--- config.mk ---
export PLATFORM = sky130hd
export DESIGN_NAME = led_flash_sequencer_unit
export DESIGN_NICKNAME = d
export VERILOG_FILES = /design/src/lfs_pkg.sv /design/src/led_flash_sequencer_unit.sv /design/src/lfs_step.sv
export SDC_FILE = /design/constraint.sdc
export NUM_CORES = 1
export LEC_CHECK = 0
export ABC_AREA = 1
export BUFFER_PORTS_ARGS = -buffer_cell sky130_fd_sc_hd__buf_2
export CELL_PAD_IN_SITES_DETAIL_PLACEMENT = 1
export CELL_PAD_IN_SITES_GLOBAL_PLACEMENT = 1
export CORE_UTILIZATION = 43
export CTS_CLUSTER_SIZE = 20
export DETAILED_ROUTE_END_ITERATION = 7
export GPL_TIMING_DRIVEN = 0
export PLACE_DENSITY = 0.84
export RECOVER_POWER = 25
export SYNTH_ARGS = -nofsm -noshare
export SYNTH_HDL_FRONTEND = slang
export SYNTH_SLANG_ARGS = --single-unit
export TNS_END_PERCENT = 100
--- constraint.sdc ---
create_clock -name clk -period 3.3 [get_ports clk]
set_clock_uncertainty 0.1 [all_clocks]
set_input_delay 0.66 -clock clk [delete_from_list [all_inputs] [get_ports clk]]
set_output_delay 0.66 -clock clk [all_outputs]
set_load 0.05 [all_outputs]
--- src/lfs_pkg.sv ---
// Package with types and constants of the LED flash sequencer.
`timescale 1ns / 1ps
`default_nettype none
package lfs_pkg;

  localparam int TIME_BITS_DEF = 16;
  localparam int KIND_W        = 2;
  localparam int FIELD_W       = 16;
  localparam int COUNT_W       = 16;

  localparam logic [KIND_W-1:0] KIND_TICK  = 2'd0;
  localparam logic [KIND_W-1:0] KIND_START = 2'd1;
  localparam logic [KIND_W-1:0] KIND_SET   = 2'd2;

  typedef enum logic [1:0] {
    PH_IDLE  = 2'd0,
    PH_DELAY = 2'd1,
    PH_ON    = 2'd2,
    PH_OFF   = 2'd3
  } phase_t;

  typedef struct packed {
    phase_t phase;
    logic   endless_mode;
    logic   led_level;
  } seq_ctl_t;

endpackage
`default_nettype wire

--- src/led_flash_sequencer_unit.sv ---
// Top level of the LED flash sequencer: input register, step logic, result register.
//
//   channel | direction | handshake             | payload
//   in_     | input     | in_valid / in_ready   | kind, times, count, flags, level
//   out_    | output    | out_valid / out_ready | led_on, busy_res
//
// One word per cycle sustained while out_ready stays high; a result passes through the input
// register, then the state update into the result register, before it is presented.
// Synchronous active-low reset clears the sequence state and both valid flags.
// While out_ready is low the result holds; the input register takes one more word,
// then in_ready drops until the result is taken.
`timescale 1ns / 1ps
`default_nettype none
module led_flash_sequencer_unit #(
  parameter int TIME_BITS = lfs_pkg::TIME_BITS_DEF
) (
  input  wire logic                        clk,
  input  wire logic                        rst_n,
  input  wire logic                        in_valid,
  output logic                             in_ready,
  input  wire logic [lfs_pkg::KIND_W-1:0]  in_kind,
  input  wire logic [lfs_pkg::FIELD_W-1:0] in_on_time,
  input  wire logic [lfs_pkg::FIELD_W-1:0] in_start_delay,
  input  wire logic [lfs_pkg::FIELD_W-1:0] in_off_time,
  input  wire logic                        in_off_same,
  input  wire logic [lfs_pkg::COUNT_W-1:0] in_flash_count,
  input  wire logic                        in_endless,
  input  wire logic                        in_level,
  output logic                             out_valid,
  input  wire logic                        out_ready,
  output logic                             out_led_on,
  output logic                             out_busy_res
);
  import lfs_pkg::*;

  logic                 stg_valid_r;
  logic [KIND_W-1:0]    stg_kind_r;
  logic [FIELD_W-1:0]   stg_on_time_r;
  logic [FIELD_W-1:0]   stg_start_delay_r;
  logic [FIELD_W-1:0]   stg_off_time_r;
  logic                 stg_off_same_r;
  logic [COUNT_W-1:0]   stg_flash_count_r;
  logic                 stg_endless_r;
  logic                 stg_level_r;

  seq_ctl_t             ctl_r;
  seq_ctl_t             ctl_nxt;
  logic [TIME_BITS-1:0] timer_r;
  logic [TIME_BITS-1:0] timer_nxt;
  logic [COUNT_W-1:0]   flashes_r;
  logic [COUNT_W-1:0]   flashes_nxt;
  logic [TIME_BITS-1:0] on_r;
  logic [TIME_BITS-1:0] on_nxt;
  logic [TIME_BITS-1:0] off_r;
  logic [TIME_BITS-1:0] off_nxt;

  logic                 out_valid_r;
  logic                 out_led_on_r;
  logic                 out_busy_res_r;
  logic                 led_on_nxt;
  logic                 busy_res_nxt;
  logic                 advance;

  assign advance   = stg_valid_r && (!out_valid_r || out_ready);
  assign in_ready  = !stg_valid_r || advance;
  assign out_valid    = out_valid_r;
  assign out_led_on   = out_led_on_r;
  assign out_busy_res = out_busy_res_r;

  lfs_step #(
    .TIME_BITS(TIME_BITS)
  ) u_step (
    .kind        (stg_kind_r),
    .on_time     (stg_on_time_r),
    .start_delay (stg_start_delay_r),
    .off_time    (stg_off_time_r),
    .off_same    (stg_off_same_r),
    .flash_count (stg_flash_count_r),
    .endless     (stg_endless_r),
    .level       (stg_level_r),
    .ctl         (ctl_r),
    .timer       (timer_r),
    .flashes     (flashes_r),
    .on_stored   (on_r),
    .off_stored  (off_r),
    .ctl_nxt     (ctl_nxt),
    .timer_nxt   (timer_nxt),
    .flashes_nxt (flashes_nxt),
    .on_nxt      (on_nxt),
    .off_nxt     (off_nxt),
    .led_on      (led_on_nxt),
    .busy_res    (busy_res_nxt)
  );

  always_ff @(posedge clk) begin
    if (!rst_n) begin
      stg_valid_r <= 1'b0;
      out_valid_r <= 1'b0;
      ctl_r       <= '{phase: PH_IDLE, endless_mode: 1'b0, led_level: 1'b0};
      timer_r     <= '0;
      flashes_r   <= '0;
      on_r        <= '0;
      off_r       <= '0;
    end else begin
      if (in_ready) begin
        stg_valid_r <= in_valid;
      end
      if (advance) begin
        ctl_r       <= ctl_nxt;
        timer_r     <= timer_nxt;
        flashes_r   <= flashes_nxt;
        on_r        <= on_nxt;
        off_r       <= off_nxt;
        out_valid_r <= 1'b1;
      end else if (out_ready) begin
        out_valid_r <= 1'b0;
      end
    end
  end

  // Payload registers load on accept, result registers on advance; both hold otherwise.
  always_ff @(posedge clk) begin
    if (in_valid && in_ready) begin
      stg_kind_r        <= in_kind;
      stg_on_time_r     <= in_on_time;
      stg_start_delay_r <= in_start_delay;
      stg_off_time_r    <= in_off_time;
      stg_off_same_r    <= in_off_same;
      stg_flash_count_r <= in_flash_count;
      stg_endless_r     <= in_endless;
      stg_level_r       <= in_level;
    end
    if (advance) begin
      out_led_on_r   <= led_on_nxt;
      out_busy_res_r <= busy_res_nxt;
    end
  end

endmodule
`default_nettype wire

--- src/lfs_step.sv ---
// Next-state and result logic for one word of the LED flash sequencer.
`timescale 1ns / 1ps
`default_nettype none
module lfs_step #(
  parameter int TIME_BITS = lfs_pkg::TIME_BITS_DEF
) (
  input  wire logic [lfs_pkg::KIND_W-1:0]  kind,
  input  wire logic [lfs_pkg::FIELD_W-1:0] on_time,
  input  wire logic [lfs_pkg::FIELD_W-1:0] start_delay,
  input  wire logic [lfs_pkg::FIELD_W-1:0] off_time,
  input  wire logic                        off_same,
  input  wire logic [lfs_pkg::COUNT_W-1:0] flash_count,
  input  wire logic                        endless,
  input  wire logic                        level,
  input  wire lfs_pkg::seq_ctl_t           ctl,
  input  wire logic [TIME_BITS-1:0]        timer,
  input  wire logic [lfs_pkg::COUNT_W-1:0] flashes,
  input  wire logic [TIME_BITS-1:0]        on_stored,
  input  wire logic [TIME_BITS-1:0]        off_stored,
  output lfs_pkg::seq_ctl_t                ctl_nxt,
  output logic [TIME_BITS-1:0]             timer_nxt,
  output logic [lfs_pkg::COUNT_W-1:0]      flashes_nxt,
  output logic [TIME_BITS-1:0]             on_nxt,
  output logic [TIME_BITS-1:0]             off_nxt,
  output logic                             led_on,
  output logic                             busy_res
);
  import lfs_pkg::*;

  localparam logic [TIME_BITS-1:0] TIME_ONE = TIME_BITS'(1);

  logic [TIME_BITS-1:0] start_on;
  logic [TIME_BITS-1:0] start_dly;
  logic [TIME_BITS-1:0] start_off;
  logic                 run_out;

  assign start_on  = TIME_BITS'(on_time);
  assign start_dly = TIME_BITS'(start_delay);
  assign start_off = TIME_BITS'(off_time);
  assign run_out   = !ctl.endless_mode && (flashes == '0);

  always_comb begin
    ctl_nxt     = ctl;
    timer_nxt   = timer;
    flashes_nxt = flashes;
    on_nxt      = on_stored;
    off_nxt     = off_stored;
    case (kind)
      KIND_TICK: begin
        if (ctl.phase != PH_IDLE) begin
          if (timer > TIME_ONE) begin
            timer_nxt = timer - TIME_ONE;
          end else begin
            timer_nxt = '0;
            case (ctl.phase)
              PH_ON: begin
                if (run_out) begin
                  ctl_nxt.phase     = PH_IDLE;
                  ctl_nxt.led_level = 1'b0;
                end else begin
                  ctl_nxt.phase     = PH_OFF;
                  timer_nxt         = off_stored;
                  ctl_nxt.led_level = 1'b0;
                end
              end
              PH_DELAY, PH_OFF: begin
                if (run_out) begin
                  ctl_nxt.phase     = PH_IDLE;
                  ctl_nxt.led_level = 1'b0;
                end else begin
                  if (!ctl.endless_mode) begin
                    flashes_nxt = flashes - COUNT_W'(1);
                  end
                  ctl_nxt.phase     = PH_ON;
                  timer_nxt         = on_stored;
                  ctl_nxt.led_level = 1'b1;
                end
              end
              default: begin
              end
            endcase
          end
        end
      end
      KIND_START: begin
        on_nxt               = start_on;
        off_nxt              = off_same ? start_on : start_off;
        ctl_nxt.endless_mode = endless;
        flashes_nxt          = endless ? '0 : flash_count;
        ctl_nxt.led_level    = 1'b0;
        if (start_dly != '0) begin
          ctl_nxt.phase = PH_DELAY;
          timer_nxt     = start_dly;
        end else begin
          timer_nxt = '0;
          if (!endless && (flash_count == '0)) begin
            ctl_nxt.phase = PH_IDLE;
          end else begin
            if (!endless) begin
              flashes_nxt = flash_count - COUNT_W'(1);
            end
            ctl_nxt.phase     = PH_ON;
            timer_nxt         = start_on;
            ctl_nxt.led_level = 1'b1;
          end
        end
      end
      KIND_SET: begin
        ctl_nxt.phase     = PH_IDLE;
        timer_nxt         = '0;
        ctl_nxt.led_level = level;
      end
      default: begin
      end
    endcase
  end

  always_comb begin
    led_on   = ctl_nxt.led_level;
    busy_res = (ctl_nxt.phase != PH_IDLE);
  end

endmodule
`default_nettype wire

* Yosys cells after proc, flatten, opt, wreduce, memory -nomap -nowiden
Index checks and enable logic that the tools add are counted.
Word-level totals: flip-flop bits (word level) 141, input bits 73, output and inout bits 4, logic and storage cells 92
Operators by class: add/subtract/negate cells 3, order comparisons 1, equality and inequality tests 10, muxes and demuxes 36, reduce and logical (&&, ||, !) cells 23
Operator list (count):
- 16-bit two-way mux | 16
- 16-bit case mux with 2 select lines | 2
- 16-bit case mux with 3 select lines | 1
- 16-bit by 1-bit subtractor with 16-bit output, second input constant | 3
- 16-bit logical NOT | 2
- 16-bit by 1-bit > comparator with 1-bit output, second input constant | 1
- 16-bit nonzero test | 1
- 2-bit two-way mux | 6
- 2-bit inequality test, second input constant | 4
- 2-bit nonzero test | 4
- 1-bit two-way mux | 7
- 7-bit AND reduction | 1
- 2-bit equality test, second input constant | 3
- 2-bit case mux with 3 select lines | 1
- 2-bit by 1-bit equality test with 1-bit output, second input constant | 2
- 1-bit logical AND | 4
- 1-bit logical NOT | 4
- 2-bit case mux with 2 select lines | 1
- 1-bit case mux with 3 select lines | 1
- 3-bit AND reduction | 1
- 3-bit nonzero test | 1
- 2-bit logical NOT | 1
- 1-bit logical OR | 2
- 2-bit by 1-bit inequality test with 1-bit output, second input constant | 1
- 3 further kinds | 3

* Longest topological paths before layout
depth after elaboration 8, mapped depth 14, gate-level depth less buffers 14

* Cells and area by module
A second synthesis with hierarchy kept.
Unflattened totals: cells, all modules 1265, area, all modules 8856.0 um^2
By module, submodules not included:
- led_flash_sequencer_unit | times used 1, cells each 530, area each 5296.3 um^2, sequential area each 3533.4 um^2
- lfs_step | times used 1, cells each 735, area each 3559.7 um^2, sequential area each 0.0 um^2

* Least setup slack after synthesis
No wires, ideal clock.
kind input to register, from input port out_ready, to register stg_endless_r (enable), setup time 423 ps, arrival time 2600 ps, required time 2777 ps, path slack 177 ps, stages 4, path buffers 0, cell sequence inv_1 nand3_1 nand2_1 inv_1
On the way: cells in the longest elaborated chain, start to end 4
Ends and longest elaborated chain:
- start, declared | RTL line led_flash_sequencer_unit.sv:30 | input wire logic out_ready,
- 1-bit logical OR | RTL line led_flash_sequencer_unit.sv:64 | assign advance = stg_valid_r && (!out_valid_r || out_ready);
- 1-bit logical AND | RTL line led_flash_sequencer_unit.sv:64
- 1-bit logical OR | RTL line led_flash_sequencer_unit.sv:65 | assign in_ready = !stg_valid_r || advance;
- via in_ready | RTL line led_flash_sequencer_unit.sv:20 | output logic in_ready,
- 1-bit logical AND | RTL line led_flash_sequencer_unit.sv:123 | if (in_valid && in_ready) begin
- end signal, assigned | RTL line led_flash_sequencer_unit.sv:130 | stg_endless_r <= in_endless;
- end, declared | RTL line led_flash_sequencer_unit.sv:43 | logic stg_endless_r;
The timed path passes the listed nets, and every way through them passes these cells. A chain may end at the register's enable or synchronous reset.

* Worst setup path after layout
from register stg_kind_r[1], to register off_r[11]
On the way: cells in the longest elaborated chain, start to end 2
Ends and longest elaborated chain:
- start, declared | RTL line led_flash_sequencer_unit.sv:37 | logic [KIND_W-1:0] stg_kind_r;
- start signal, assigned | RTL line led_flash_sequencer_unit.sv:124 | stg_kind_r <= in_kind;
- 2-bit by 1-bit equality test with 1-bit output | RTL line lfs_step.sv:48 | case (kind)
- 2-bit AND reduction (no source line)
- end signal, assigned | RTL line led_flash_sequencer_unit.sv:113 | off_r <= off_nxt;
- end, declared | RTL line led_flash_sequencer_unit.sv:54 | logic [TIME_BITS-1:0] off_r;
Every way passes these cells.

==> impl_metrics.toml <==
[drt]
ant_nets = 0
firstDrtPassIters = 5
remaining_drc_errors = 0
viasPerCell = 5.417
vias = 7031
drt-wirelength-per-cell_microns = 18.59
drt_wl_total_microns = 24130
drt_iter0_drc = 446

[timing]
period_needed_ns = 2.672
period_share = 0.8098
setup_viol = 0
fmax_mhz = 374.2
fin_tns_setup_ns = 0
rsz0062_at_grt = "false"
final-max-slew-violation-count = 0
tightest_slew_ns = 0.7552
hold_viol_final = 0
maxSlewHeadroom = 0.4946

[placement]
hpwl_microns = 17810
gp_congestion = 0.8709
dp.cells = 1266
io_buffers = 76

[floorplan]
die_w_microns = 133.7
io_pins = 77
row_count = 47
floorplan.initialDensity = 0.4451
dieHeight_microns = 133.7
coreArea_sq_um = 16760
dieArea_sq_um = 17880

[cells_and_area]
multi_input_comb_area_sq_um = 3363
area_growth_pct = 16.99
drive_above_1_share = 0.1456
stdcell_count = 1298
filler_cell_count = 2077
seqCellArea_sq_um = 3533
diodes = 0
fin_nets = 1148

[global_routing]
grt_use_total = 0.2794
grt_pass1_vias = 7107
grt_max_degree = 46
antenna_found_initial = 0
grt-ovfl-total = 0
grt_pass1_wl_microns = 38010

[cts]
insertion_delay_ns = 0.43
h-tree-depth = 4
cts_made_buffers = 17
cts_max_path_buffers = 2
cts_hold_buffers = 0
clkTransAtPathRegs_ns = 0.07
cts_root_buffer = "clkbuf_16"
post_cts_buffers = 0
cts_sinks = 141
cts_tree = "built"
ctsResizeCount = 0

[pwr]
p_leak_nw = 3.859
ir_worst_vdd_mv = 0.4109
power_density_nw_per_um2 = 551.7

[worst_setup_path]
crit_fanout = 10
arrival_ns = 2.92
rrSetupSlack_ns = 0.63
end_kind = "register"
reg2regPathDepth = 8
cp.required_ns = 3.55
crit_type = "register to register"
reg2reg_from = "stg_kind_r[1]"
r2r-end = "off_r[11]"
start_kind = "register"

[min_path]
hp-start = "in_off_time[3]"
holdPathStages = 1
min_to = "stg_off_time_r[3]"
hold_path_class = "input port to register"

[job]
cap_violations = 0

[synth]
syn-instance-count = 969
yosysWarnings = 0
syn-cell-area_sq_um = 7460
synth_fp_nets = 1052
synth_most_common_cell = "nand2_1"
ys_types = 38
synth.area.top_cells = "edfxtp_1 29%, dfxtp_1 19%, nand2_1 11%"
ys_top_cells_by_count = "219 x nand2_1, 119 x nor2_1, 99 x inv_1"
syn_avg_cell_area_sq_um = 7.698
async_reset_ff_frac = 0
yosys.area.top_type = "edfxtp_1"
synthFlopType = "edfxtp_1"
netlist.area_leader.share = 0.2858
yosysSeqAreaShare = 0.4737
ys_ff_latch = 141
synth_edf_count = 71

[run_status]
outcome = "finished clean"
==> cell families (layout without fill, tap and decap cells) <==
logic type / count (synthesis) / after routing / synth area share
fa+ha+maj: 10 / 10 / 0.01677
flops: 141 / 141 / 0.4737
compound gates: 187 / 187 / 0.1335
simple gates: 468 / 468 / 0.2742
mux: 10 / 10 / 0.01342
buf+inv: 142 / 251 / 0.07548
xor+xnor: 11 / 11 / 0.01291
==> metal layers <==
| metal | vias up | track usage | share of wire |
|---|---|---|---|
| met2 | 203 | 0.4562 | 0.48 |
| met3 | 29 | 0.03463 | 0.048 |
| met4 | 0 | 0.08081 | 0.015 |
| met5 | - | 0 | 0 |
| li1 | 3402 | - | - |
| met1 | 3397 | 0.3872 | 0.46 |
==> where the power goes <==
group / internal, mW / leakage, nW / switching (mW)
Clock: 1.08 / 0.294 / 0.883
Combinational: 0.276 / 2.30 / 0.552
Sequential: 1.94 / 1.26 / 0.0825
Total: 3.30 / 3.86 / 1.52
==> through the flow <==
step | worst slack [ns] | utilization | instance area, sq um | total power, mW | hold WS [ns]
finish | 0.6277 | 0.5207 | 8727 | 4.815 | 0.2953
global route | 0.4418 | 0.5207 | 8727 | 4.981 | 0.2902
CTS | 0.6500 | 0.5207 | 8727 | 4.811 | 0.2895
detailed placement | 0.7397 | 0.4854 | 8135 | 2.863 | 0.3462
global placement | 0.05530 | 0.4842 | 8115 | 2.831 | 0.3407
floorplan | 0.1771 | - | 7460 | 2.608 | 0.3297
==> sequential cells by signal, summed over array words and instances, names as in the netlist <==
name and cells:
stg_kind_r 2, stg_level_r 1, stg_valid_r 1, stg_endless_r 1
stg_on_time_r 16, ctl_r 4, off_r 16, out_led_on 1
stg_off_time_r 16, flashes_r 16, stg_off_same_r 1, stg_start_delay_r 16
on_r 16, out_valid 1, out_busy_res 1, timer_r 16
stg_flash_count_r 16
==> final cells by class <==
type                       instances  area share
timing repair buffer              77     0.04588
multi-input combinational        686      0.3854
clock inverter                    15     0.01907
inverter                         108     0.04645
clock buffer                      17     0.04875
sequential                       141      0.4049
buffer                            34     0.01806
tap                              220     0.03154
==> cells in the final DEF (no fill, tap or decap), types with 5 or more instances in the layout <==
| master | netlist | routed |
|---|---|---|
| o21ai_0 | 47 | 47 |
| nor2_2 | 5 | 5 |
| xor2_1 | 5 | 5 |
| nor2_1 | 119 | 119 |
| nand4_1 | 11 | 11 |
| dfxtp_1 | 70 | 70 |
| inv_6 | 0 | 7 |
| mux2i_1 | 10 | 10 |
| o22ai_1 | 6 | 6 |
| a21oi_1 | 94 | 94 |
| nand2_1 | 219 | 219 |
| nand2_2 | 5 | 5 |
| edfxtp_1 | 71 | 71 |
| ha_1 | 10 | 10 |
| o21ai_1 | 20 | 20 |
| inv_2 | 7 | 8 |
| xnor2_1 | 6 | 6 |
| clkbuf_16 | 0 | 17 |
| nand3_1 | 88 | 88 |
| clkbuf_1 | 20 | 20 |
| o21bai_1 | 11 | 11 |
| inv_1 | 99 | 98 |
| buf_2 | 9 | 85 |
==> how the worst max path moves through the flow <==
stage | slack (ns) | to | depth (start not counted) | from
finish | 0.63 | off_r[11] | 8 | stg_kind_r[1]
global route | 0.44 | off_r[11] | 8 | stg_kind_r[1]
CTS | 0.65 | off_r[11] | 8 | stg_kind_r[1]
detailed placement | 0.74 | off_r[11] | 8 | out_ready
global placement | 0.06 | stg_on_time_r[0] | 5 | out_ready
floorplan | 0.18 | stg_endless_r | 4 | out_ready
==> critical path: stages, from the launching register on <==
cell	delay [ns]
edfxtp_1	0.45
inv_1	0.12
ha_1	0.14
buf_2	0.17
inv_1	0.15
nor2_1	0.62
clkbuf_1	0.42
o21ai_0	0.23
a21oi_1	0.20
No activity file was read; power rests on OpenSTA's default activity.
